===== src/rtl/core/sdtc_pkg.sv =====
`timescale 1ns / 1ps
`default_nettype none

package sdtc_pkg;

   localparam int CHARS_W    = 64;
   localparam int LEN_W      = 4;
   localparam int TOL_W      = 22;
   localparam int DAY_W      = 23;
   localparam int DOE_W      = 18;
   localparam int ERA_DAYS_W = 22;

   localparam logic [DOE_W-1:0] DAYS_PER_ERA = 18'd146097;
   localparam logic [DAY_W-1:0] EPOCH_SHIFT  = 23'd719468;

   // Parsed stamp: year split in hundreds and units, month and day already
   // defaulted to 1 when the stamp is too short to carry them.
   typedef struct packed {
      logic       ok;
      logic [6:0] hi;
      logic [6:0] lo;
      logic [3:0] month;
      logic [4:0] dom;
   } stamp_type;

   // Load enables of the day-number stages.
   typedef struct packed {
      logic s2;
      logic s3;
      logic s4;
   } stage_en_type;

   // Days before the first of a month in a March-based year.
   function automatic logic [8:0] month_offset(input logic [3:0] mp);
      logic [8:0] days;
      case (mp)
         4'd0:    days = 9'd0;
         4'd1:    days = 9'd31;
         4'd2:    days = 9'd61;
         4'd3:    days = 9'd92;
         4'd4:    days = 9'd122;
         4'd5:    days = 9'd153;
         4'd6:    days = 9'd184;
         4'd7:    days = 9'd214;
         4'd8:    days = 9'd245;
         4'd9:    days = 9'd275;
         4'd10:   days = 9'd306;
         4'd11:   days = 9'd337;
         default: days = 9'd0;
      endcase
      return days;
   endfunction

endpackage

`default_nettype wire


===== src/rtl/core/sdtc_parse.sv =====
`timescale 1ns / 1ps
`default_nettype none

module sdtc_parse (
   input  wire logic                         clock,
   input  wire logic                         en,
   input  wire logic [sdtc_pkg::CHARS_W-1:0] chars,
   input  wire logic [sdtc_pkg::LEN_W-1:0]   length,
   output sdtc_pkg::stamp_type               stamp
);

   logic [7:0]          ch     [8];
   logic [7:0]          is_dig;
   logic [3:0]          val    [8];
   logic [6:0]          hi_val;
   logic [6:0]          lo_val;
   logic [6:0]          month_raw;
   logic [6:0]          dom_raw;
   logic                year_ok;
   logic                month_ok;
   logic                dom_ok;
   sdtc_pkg::stamp_type stamp_in;
   sdtc_pkg::stamp_type stamp_ff;

   always_comb begin
      for (int i = 0; i < 8; i++) begin
         ch[i]     = chars[sdtc_pkg::CHARS_W-1-8*i -: 8];
         is_dig[i] = (ch[i] >= 8'h30) && (ch[i] <= 8'h39);
         val[i]    = ch[i][3:0];
      end
      hi_val    = {3'b000, val[0]} * 7'd10 + {3'b000, val[1]};
      lo_val    = {3'b000, val[2]} * 7'd10 + {3'b000, val[3]};
      month_raw = {3'b000, val[4]} * 7'd10 + {3'b000, val[5]};
      dom_raw   = {3'b000, val[6]} * 7'd10 + {3'b000, val[7]};

      year_ok  = (&is_dig[3:0]) && ((hi_val != 7'd0) || (lo_val != 7'd0));
      month_ok = (length < 4'd6) ||
                 (is_dig[4] && is_dig[5] && (month_raw >= 7'd1) && (month_raw <= 7'd12));
      dom_ok   = (length < 4'd8) ||
                 (is_dig[6] && is_dig[7] && (dom_raw >= 7'd1) && (dom_raw <= 7'd31));

      stamp_in.ok    = (length >= 4'd4) && year_ok && month_ok && dom_ok;
      stamp_in.hi    = hi_val;
      stamp_in.lo    = lo_val;
      stamp_in.month = (length >= 4'd6) ? month_raw[3:0] : 4'd1;
      stamp_in.dom   = (length >= 4'd8) ? dom_raw[4:0] : 5'd1;
   end

   always_ff @(posedge clock) begin
      if (en) begin
         stamp_ff <= stamp_in;
      end
   end

   assign stamp = stamp_ff;

endmodule

`default_nettype wire


===== src/rtl/core/sdtc_civil.sv =====
`timescale 1ns / 1ps
`default_nettype none

module sdtc_civil (
   input  wire logic                       clock,
   input  wire sdtc_pkg::stage_en_type     en,
   input  wire sdtc_pkg::stamp_type        stamp,
   output logic                            ok,
   output logic [sdtc_pkg::DAY_W-1:0]      day
);

   // stage 2: shift to a March-based year, split into era and year of era
   logic       mle2;
   logic [6:0] hi_adj;
   logic [6:0] lo_adj;
   logic [3:0] mp;
   logic       ok2_in,   ok2_ff;
   logic [4:0] era2_in,  era2_ff;
   logic [8:0] yoe2_in,  yoe2_ff;
   logic [1:0] cent2_in, cent2_ff;
   logic [8:0] doy2_in,  doy2_ff;

   // stage 3: day of era and era offset
   logic                               ok3_ff;
   logic [sdtc_pkg::DOE_W-1:0]         doe3_in, doe3_ff;
   logic [sdtc_pkg::ERA_DAYS_W-1:0]    era_days3_in, era_days3_ff;

   // stage 4: day number from the epoch
   logic                               ok4_ff;
   logic [sdtc_pkg::DAY_W-1:0]         day4_in, day4_ff;

   always_comb begin
      mle2   = stamp.month <= 4'd2;
      hi_adj = stamp.hi;
      lo_adj = stamp.lo;
      if (mle2) begin
         if (stamp.lo == 7'd0) begin
            lo_adj = 7'd99;
            hi_adj = stamp.hi - 7'd1;
         end else begin
            lo_adj = stamp.lo - 7'd1;
         end
      end
      mp       = mle2 ? (stamp.month + 4'd9) : (stamp.month - 4'd3);
      ok2_in   = stamp.ok;
      era2_in  = hi_adj[6:2];
      cent2_in = hi_adj[1:0];
      yoe2_in  = {7'd0, hi_adj[1:0]} * 9'd100 + {2'b00, lo_adj};
      doy2_in  = sdtc_pkg::month_offset(mp) + {4'd0, stamp.dom} - 9'd1;
   end

   always_comb begin
      doe3_in = {9'd0, yoe2_ff} * 18'd365
              + {11'd0, yoe2_ff[8:2]}
              - {16'd0, cent2_ff}
              + {9'd0, doy2_ff};
      era_days3_in = {17'd0, era2_ff} * {4'd0, sdtc_pkg::DAYS_PER_ERA};
   end

   always_comb begin
      if (ok3_ff) begin
         day4_in = {1'b0, era_days3_ff} + {5'd0, doe3_ff} - sdtc_pkg::EPOCH_SHIFT;
      end else begin
         day4_in = '0;
      end
   end

   always_ff @(posedge clock) begin
      if (en.s2) begin
         ok2_ff   <= ok2_in;
         era2_ff  <= era2_in;
         yoe2_ff  <= yoe2_in;
         cent2_ff <= cent2_in;
         doy2_ff  <= doy2_in;
      end
      if (en.s3) begin
         ok3_ff       <= ok2_ff;
         doe3_ff      <= doe3_in;
         era_days3_ff <= era_days3_in;
      end
      if (en.s4) begin
         ok4_ff  <= ok3_ff;
         day4_ff <= day4_in;
      end
   end

   assign ok  = ok4_ff;
   assign day = day4_ff;

endmodule

`default_nettype wire


===== src/rtl/core/snapshot_date_tolerance_check_core.sv =====
`timescale 1ns / 1ps
`default_nettype none

// Snapshot date tolerance check. Each request word carries two ASCII date
// stamps (target and snapshot, YYYY, YYYYMM or YYYYMMDD, first character in
// the top byte, with a character count). Both are turned into proleptic
// Gregorian day numbers counted from 1970-01-01, and the response word tells
// whether the snapshot is newer than the target by no more than the
// tolerance held in the csr register. A zero tolerance, an invalid stamp, a
// pre-1970 date or a snapshot that is not newer always gives accepted = 1.
// Invalid stamps report ok = 0 and a day number of zero.
// Rate: one word per clock cycle while rsp_ready stays high. Five register
// stages carry each word from request to response: digit parse, March-year
// split, day-of-era multiply, epoch offset, and the compare stage that is
// also the response register. Each stage holds its word only while the
// stage ahead of it is full and stalled, so a stall of rsp_ready backs up
// through the pipe without dropping or repeating words.
// Write the tolerance only while no word is in flight.

module snapshot_date_tolerance_check_core (
   input  wire logic                         clock,
   input  wire logic                         reset,

   input  wire logic                         req_valid,
   output logic                              req_ready,
   input  wire logic [sdtc_pkg::CHARS_W-1:0] req_target_chars,
   input  wire logic [sdtc_pkg::LEN_W-1:0]   req_target_length,
   input  wire logic [sdtc_pkg::CHARS_W-1:0] req_snapshot_chars,
   input  wire logic [sdtc_pkg::LEN_W-1:0]   req_snapshot_length,

   output logic                              rsp_valid,
   input  wire logic                         rsp_ready,
   output logic                              rsp_accepted,
   output logic                              rsp_target_ok,
   output logic                              rsp_snapshot_ok,
   output logic signed [sdtc_pkg::DAY_W-1:0] rsp_target_day,
   output logic signed [sdtc_pkg::DAY_W-1:0] rsp_snapshot_day,

   input  wire logic                         csr_write_enable,
   input  wire logic [sdtc_pkg::TOL_W-1:0]   csr_write_data
);

   // valid bit of each stage; stage 5 is the response register
   logic [5:1] valid_in, valid_ff;
   logic [5:1] load;

   logic [sdtc_pkg::TOL_W-1:0] tolerance_in, tolerance_ff;

   sdtc_pkg::stamp_type    target_stamp;
   sdtc_pkg::stamp_type    snapshot_stamp;
   sdtc_pkg::stage_en_type civil_en;

   logic                       target_ok4;
   logic                       snapshot_ok4;
   logic [sdtc_pkg::DAY_W-1:0] target_day4;
   logic [sdtc_pkg::DAY_W-1:0] snapshot_day4;
   logic [sdtc_pkg::DAY_W:0]   day_diff;
   logic                       skip_check;

   logic                       accepted_in,     accepted_ff;
   logic                       target_ok_in,    target_ok_ff;
   logic                       snapshot_ok_in,  snapshot_ok_ff;
   logic [sdtc_pkg::DAY_W-1:0] target_day_in,   target_day_ff;
   logic [sdtc_pkg::DAY_W-1:0] snapshot_day_in, snapshot_day_ff;

   // A stage loads when it is empty or the stage ahead of it loads this cycle.
   always_comb begin
      load[5] = !valid_ff[5] || rsp_ready;
      for (int k = 4; k >= 1; k--) begin
         load[k] = !valid_ff[k] || load[k+1];
      end
      valid_in[1] = load[1] ? req_valid : valid_ff[1];
      for (int k = 2; k <= 5; k++) begin
         valid_in[k] = load[k] ? valid_ff[k-1] : valid_ff[k];
      end
   end

   assign req_ready = load[1];
   assign civil_en  = {load[2], load[3], load[4]};

   always_ff @(posedge clock) begin
      if (reset) begin
         valid_ff <= '0;
      end else begin
         valid_ff <= valid_in;
      end
   end

   // Tolerance register: take every write, no handshake.
   assign tolerance_in = csr_write_enable ? csr_write_data : tolerance_ff;

   always_ff @(posedge clock) begin
      if (reset) begin
         tolerance_ff <= '0;
      end else begin
         tolerance_ff <= tolerance_in;
      end
   end

   // Stage 1: parse both stamps.
   sdtc_parse u_target_parse (
      .clock  (clock),
      .en     (load[1]),
      .chars  (req_target_chars),
      .length (req_target_length),
      .stamp  (target_stamp)
   );

   sdtc_parse u_snapshot_parse (
      .clock  (clock),
      .en     (load[1]),
      .chars  (req_snapshot_chars),
      .length (req_snapshot_length),
      .stamp  (snapshot_stamp)
   );

   // Stages 2 to 4: day numbers.
   sdtc_civil u_target_civil (
      .clock (clock),
      .en    (civil_en),
      .stamp (target_stamp),
      .ok    (target_ok4),
      .day   (target_day4)
   );

   sdtc_civil u_snapshot_civil (
      .clock (clock),
      .en    (civil_en),
      .stamp (snapshot_stamp),
      .ok    (snapshot_ok4),
      .day   (snapshot_day4)
   );

   // Stage 5: tolerance compare. Skip the check for a zero tolerance, a bad
   // stamp, a negative day number or a snapshot that is not newer; past
   // that point both days are non-negative and the difference is positive.
   always_comb begin
      day_diff   = {snapshot_day4[sdtc_pkg::DAY_W-1], snapshot_day4}
                 - {target_day4[sdtc_pkg::DAY_W-1], target_day4};
      skip_check = (tolerance_ff == '0) || !target_ok4 || !snapshot_ok4 ||
                   target_day4[sdtc_pkg::DAY_W-1] || snapshot_day4[sdtc_pkg::DAY_W-1] ||
                   ($signed(snapshot_day4) <= $signed(target_day4));
      accepted_in     = skip_check || (day_diff <= {2'b00, tolerance_ff});
      target_ok_in    = target_ok4;
      snapshot_ok_in  = snapshot_ok4;
      target_day_in   = target_day4;
      snapshot_day_in = snapshot_day4;
   end

   always_ff @(posedge clock) begin
      if (load[5]) begin
         accepted_ff     <= accepted_in;
         target_ok_ff    <= target_ok_in;
         snapshot_ok_ff  <= snapshot_ok_in;
         target_day_ff   <= target_day_in;
         snapshot_day_ff <= snapshot_day_in;
      end
   end

   assign rsp_valid        = valid_ff[5];
   assign rsp_accepted     = accepted_ff;
   assign rsp_target_ok    = target_ok_ff;
   assign rsp_snapshot_ok  = snapshot_ok_ff;
   assign rsp_target_day   = $signed(target_day_ff);
   assign rsp_snapshot_day = $signed(snapshot_day_ff);

endmodule

`default_nettype wire


===== config.mk =====
export PLATFORM = sky130hd
export DESIGN_NAME = snapshot_date_tolerance_check_core
export DESIGN_NICKNAME = d
export VERILOG_FILES = /design/src/rtl/core/sdtc_pkg.sv /design/src/rtl/core/sdtc_parse.sv /design/src/rtl/core/sdtc_civil.sv /design/src/rtl/core/snapshot_date_tolerance_check_core.sv
export SDC_FILE = /design/constraint.sdc
export NUM_CORES = 1
export LEC_CHECK = 0
export BUFFER_PORTS_ARGS = -buffer_cell sky130_fd_sc_hd__buf_2
export CORE_ASPECT_RATIO = 0.6
export CORE_UTILIZATION = 40
export DETAILED_ROUTE_END_ITERATION = 8
export MAX_ROUTING_LAYER = met4
export PLACE_DENSITY = 0.58
export SYNTH_ARGS = -nofsm -noshare
export SYNTH_HDL_FRONTEND = slang
export SYNTH_SLANG_ARGS = --single-unit

===== constraint.sdc =====
create_clock -name clock -period 11.35 [get_ports clock]
set_input_delay 2.27 -clock clock [delete_from_list [all_inputs] [get_ports clock]]
set_output_delay 2.27 -clock clock [all_outputs]
set_load 0.02 [all_outputs]

==> results.toml <==
[global_routing]
antenna_found_initial = 3
grt_pass1_wl_um = 94400
track_usage = 0.193
grt_max_degree = 83
grt_overflow = 0
grt_pass1_vias = 17400

[floorplanning]
ios = 214
initial_utilization = 0.405
die_h_um = 197
core_area_um2 = 62600
rows = 71
die_x_um = 327
dieArea_um2 = 64400

[clock_tree]
cts_sinks = 306
cts_tree = "built"
cts-root-buf = "clkbuf_16"
htree_num_levels = 2
post_cts_buffers = 0
cts_resized = 0
clock_latency_ps = 550
cts_inserted_buffers = 36
cts-hold-fix-buffers = 0
cts.path.max_buffers = 3
clk_pin_slew_ps = 60

[critical_path]
crit_start = "rsp_ready"
worstSetupEndpoint = "req_ready"
start_kind = "primary input"
critical_path_required_ps = 9080
cp_num_buf_inv = 2
criticalPathCategory = "primary input to output port"
r2r-start = "u_target_civil.yoe2_ff[5]$_DFFE_PP_"
cp_slowest_cell = "and3_1"
crit_arrival_ps = 3430
crit_path_frequent_cell = "buf_2"
cp.depth = 5
path_max_fanout = 5
critPathCaptureType = "output port"
crit_chain = "buf_2, nor2b_1, and3_1, nand3_2, buf_2"
path_delay_family = "simple AND/OR/NAND/NOR gates"
slowest_delay_ps = 370
rr_worst_depth = 16
crit-reg2reg-capture = "u_target_civil.doe3_ff[16]$_DFFE_PP_"
regToRegSetupSlack_ps = 5790

[placed_design]
hpwl_um = 49600
place.gp.congestion = 0.906
numPortBuffers = 211
dp.cells = 3417
place_area_um2 = 27400

[timing]
hold_viol_final = 0
drv_slew = 0
tightest_slew_ps = 1190
fin_crit_sh = 0.502
timing.slew.headroom = 0.183
finalSetupViolCount = 0
skew_ps = 16.6
fmax_mhz = 175
tns_ps = 0
rsz0062_at_grt = "false"
finalCriticalPeriod_ps = 5700

[synthesis]
synth_edf_count = 279
ys.flop_type = "edfxtp_1"
seq_area_frac_synth = 0.352
ys_warn_count = 0
netlist_area_um2 = 25300
synth.ff_latch_count = 306
syn_nets = 3090
synth.distinct_cells = 64
avgSynthCellArea_um2 = 10.6
synthCells = 2382
synth-async-reset-ratio = 0

[detailed_routing]
wl_per_cell_um = 17.1
num_vias = 17300
drtPass1Iterations = 6
drt-initial-drc-count = 1134
drt_wl_total_um = 59600
remaining_drc_errors = 0
ant_nets = 0
vias_per_cell = 4.97

[final_layout]
fin_area_um2 = 28600
synthToLayoutAreaGrowth_pct = 12.7
final_cells = 3483
drive_gt1_frac = 0.115
layout.nets = 3324
fill_cells = 5885

[run]
cap_violations = 0

[outcome]
status = "completed"

[worst_hold_path]
hp-class = "flop to flop"
per-layer routing:
metal,global-route usage,up-vias,part of all wire
li1,-,8711,-
met1,0.292,8104,0.53
met2,0.264,449,0.39
met3,0.0371,57,0.064
met4,0.0407,0,0.015
met5,-,-,0
state kept, by name, summed over array words and instances (netlist names), 9 cells and up:
name / count
u_snapshot_civil.era_days3_ff: 22
u_snapshot_parse.stamp: 24
u_target_civil.doy2_ff: 9
u_snapshot_civil.doy2_ff: 9
u_target_parse.stamp: 24
u_target_civil.doe3_ff: 18
u_target_civil.day: 23
u_snapshot_civil.day: 23
rsp_target_day: 23
tolerance_ff: 22
rsp_snapshot_day: 23
u_snapshot_civil.yoe2_ff: 9
u_target_civil.yoe2_ff: 9
u_snapshot_civil.doe3_ff: 18
u_target_civil.era_days3_ff: 22
worst min path at each step:
stage / from / to / slack, ps / cells after the start
floorplan: u_snapshot_parse.stamp[23]$_DFFE_PP_ / u_snapshot_civil.ok2_ff$_DFFE_PP_ / 400 / 0
global placement: u_target_parse.stamp[23]$_DFFE_PP_ / u_target_civil.ok2_ff$_DFFE_PP_ / 400 / 0
detailed placement: u_snapshot_civil.ok2_ff$_DFFE_PP_ / u_snapshot_civil.ok3_ff$_DFFE_PP_ / 400 / 0
CTS: u_snapshot_civil.ok2_ff$_DFFE_PP_ / u_snapshot_civil.ok3_ff$_DFFE_PP_ / 420 / 0
global route: u_snapshot_civil.ok2_ff$_DFFE_PP_ / u_snapshot_civil.ok3_ff$_DFFE_PP_ / 420 / 0
finish: u_snapshot_civil.ok2_ff$_DFFE_PP_ / u_snapshot_civil.ok3_ff$_DFFE_PP_ / 420 / 0
Yosys cell counts (4+ instances only):
master       n  area share
inv_1      409       0.061
ha_1       402        0.20
edfxtp_1   279        0.33
fa_1       143        0.11
xnor2_1    141       0.049
nor2_1     132       0.020
a21oi_1    119       0.024
o21ai_0     99       0.020
nand2_1     90       0.013
nor3_1      48      0.0095
xor2_1      44       0.015
a21o_1      41       0.012
nand3_1     34      0.0067
and2_1      31      0.0077
nor2b_1     28      0.0069
dfxtp_1     27       0.021
o21a_1      27      0.0080
mux2i_1     26       0.010
nor4_1      21      0.0052
nand4_1     19      0.0047
and3_1      18      0.0044
nand2b_1    18      0.0044
a31oi_1     17      0.0042
o211ai_1    14      0.0041
or3_1       14      0.0035
o21bai_1    13      0.0039
a211oi_1    12      0.0036
clkbuf_1    10      0.0015
or2_2       10      0.0025
o31ai_1      8      0.0024
a2111oi_0    6      0.0021
a21boi_0     6      0.0018
nor3b_1      6      0.0018
nand4b_1     5      0.0017
and4_1       4      0.0014
buf_6        4      0.0018
o41ai_1      4      0.0014
or4_4        4      0.0018
through the flow:
step                utilization  hold WS (ps)  setup WS [ps]
floorplan                     -           400           5080
global placement          0.437           404           5670
detailed placement        0.437           405           5620
CTS                       0.456           419           5620
global route              0.456           422           5480
finish                    0.456           420           5650
cell type report:
| class | count | area, um2 | area share |
|---|---|---|---|
| Tap cell | 839 | 1050 | 0.0368 |
| Clock inverter | 20 | 201 | 0.00705 |
| Clock buffer | 44 | 972 | 0.0340 |
| Multi-Input combinational cell | 1647 | 14800 | 0.518 |
| Inverter | 410 | 1540 | 0.0539 |
| Timing Repair Buffer | 215 | 1090 | 0.0380 |
| Sequential cell | 306 | 8920 | 0.312 |
| Antenna cell | 2 | 5.00 | 0.000175 |
kinds of logic (layout without fill, tap and decap cells):
group,Yosys count,count (layout),synth area share
adders and majority gates,545,545,0.311
AOI/OAI and AO/OA,395,395,0.0973
muxes,28,28,0.0112
xor gates and xnor gates,185,185,0.0639
other,0,2,0
and+or+nand+nor,494,494,0.0992
DFF,306,306,0.352
buffers and inverters,429,689,0.0649
cells in the final DEF (no fill, tap or decap), drive strengths merged, types with 50 or more instances in the layout:
master,Yosys,final
nor2,132,132
ha,402,402
nor3,50,50
nand2,90,90
o21ai,101,101
a21oi,119,119
buf,9,215
inv,409,411
edfxtp,279,279
fa,143,143
xnor2,141,141
Power is left out: the tool's default activity adds up to more than one toggle a clock period on the data nets, which glitch-free logic cannot reach.
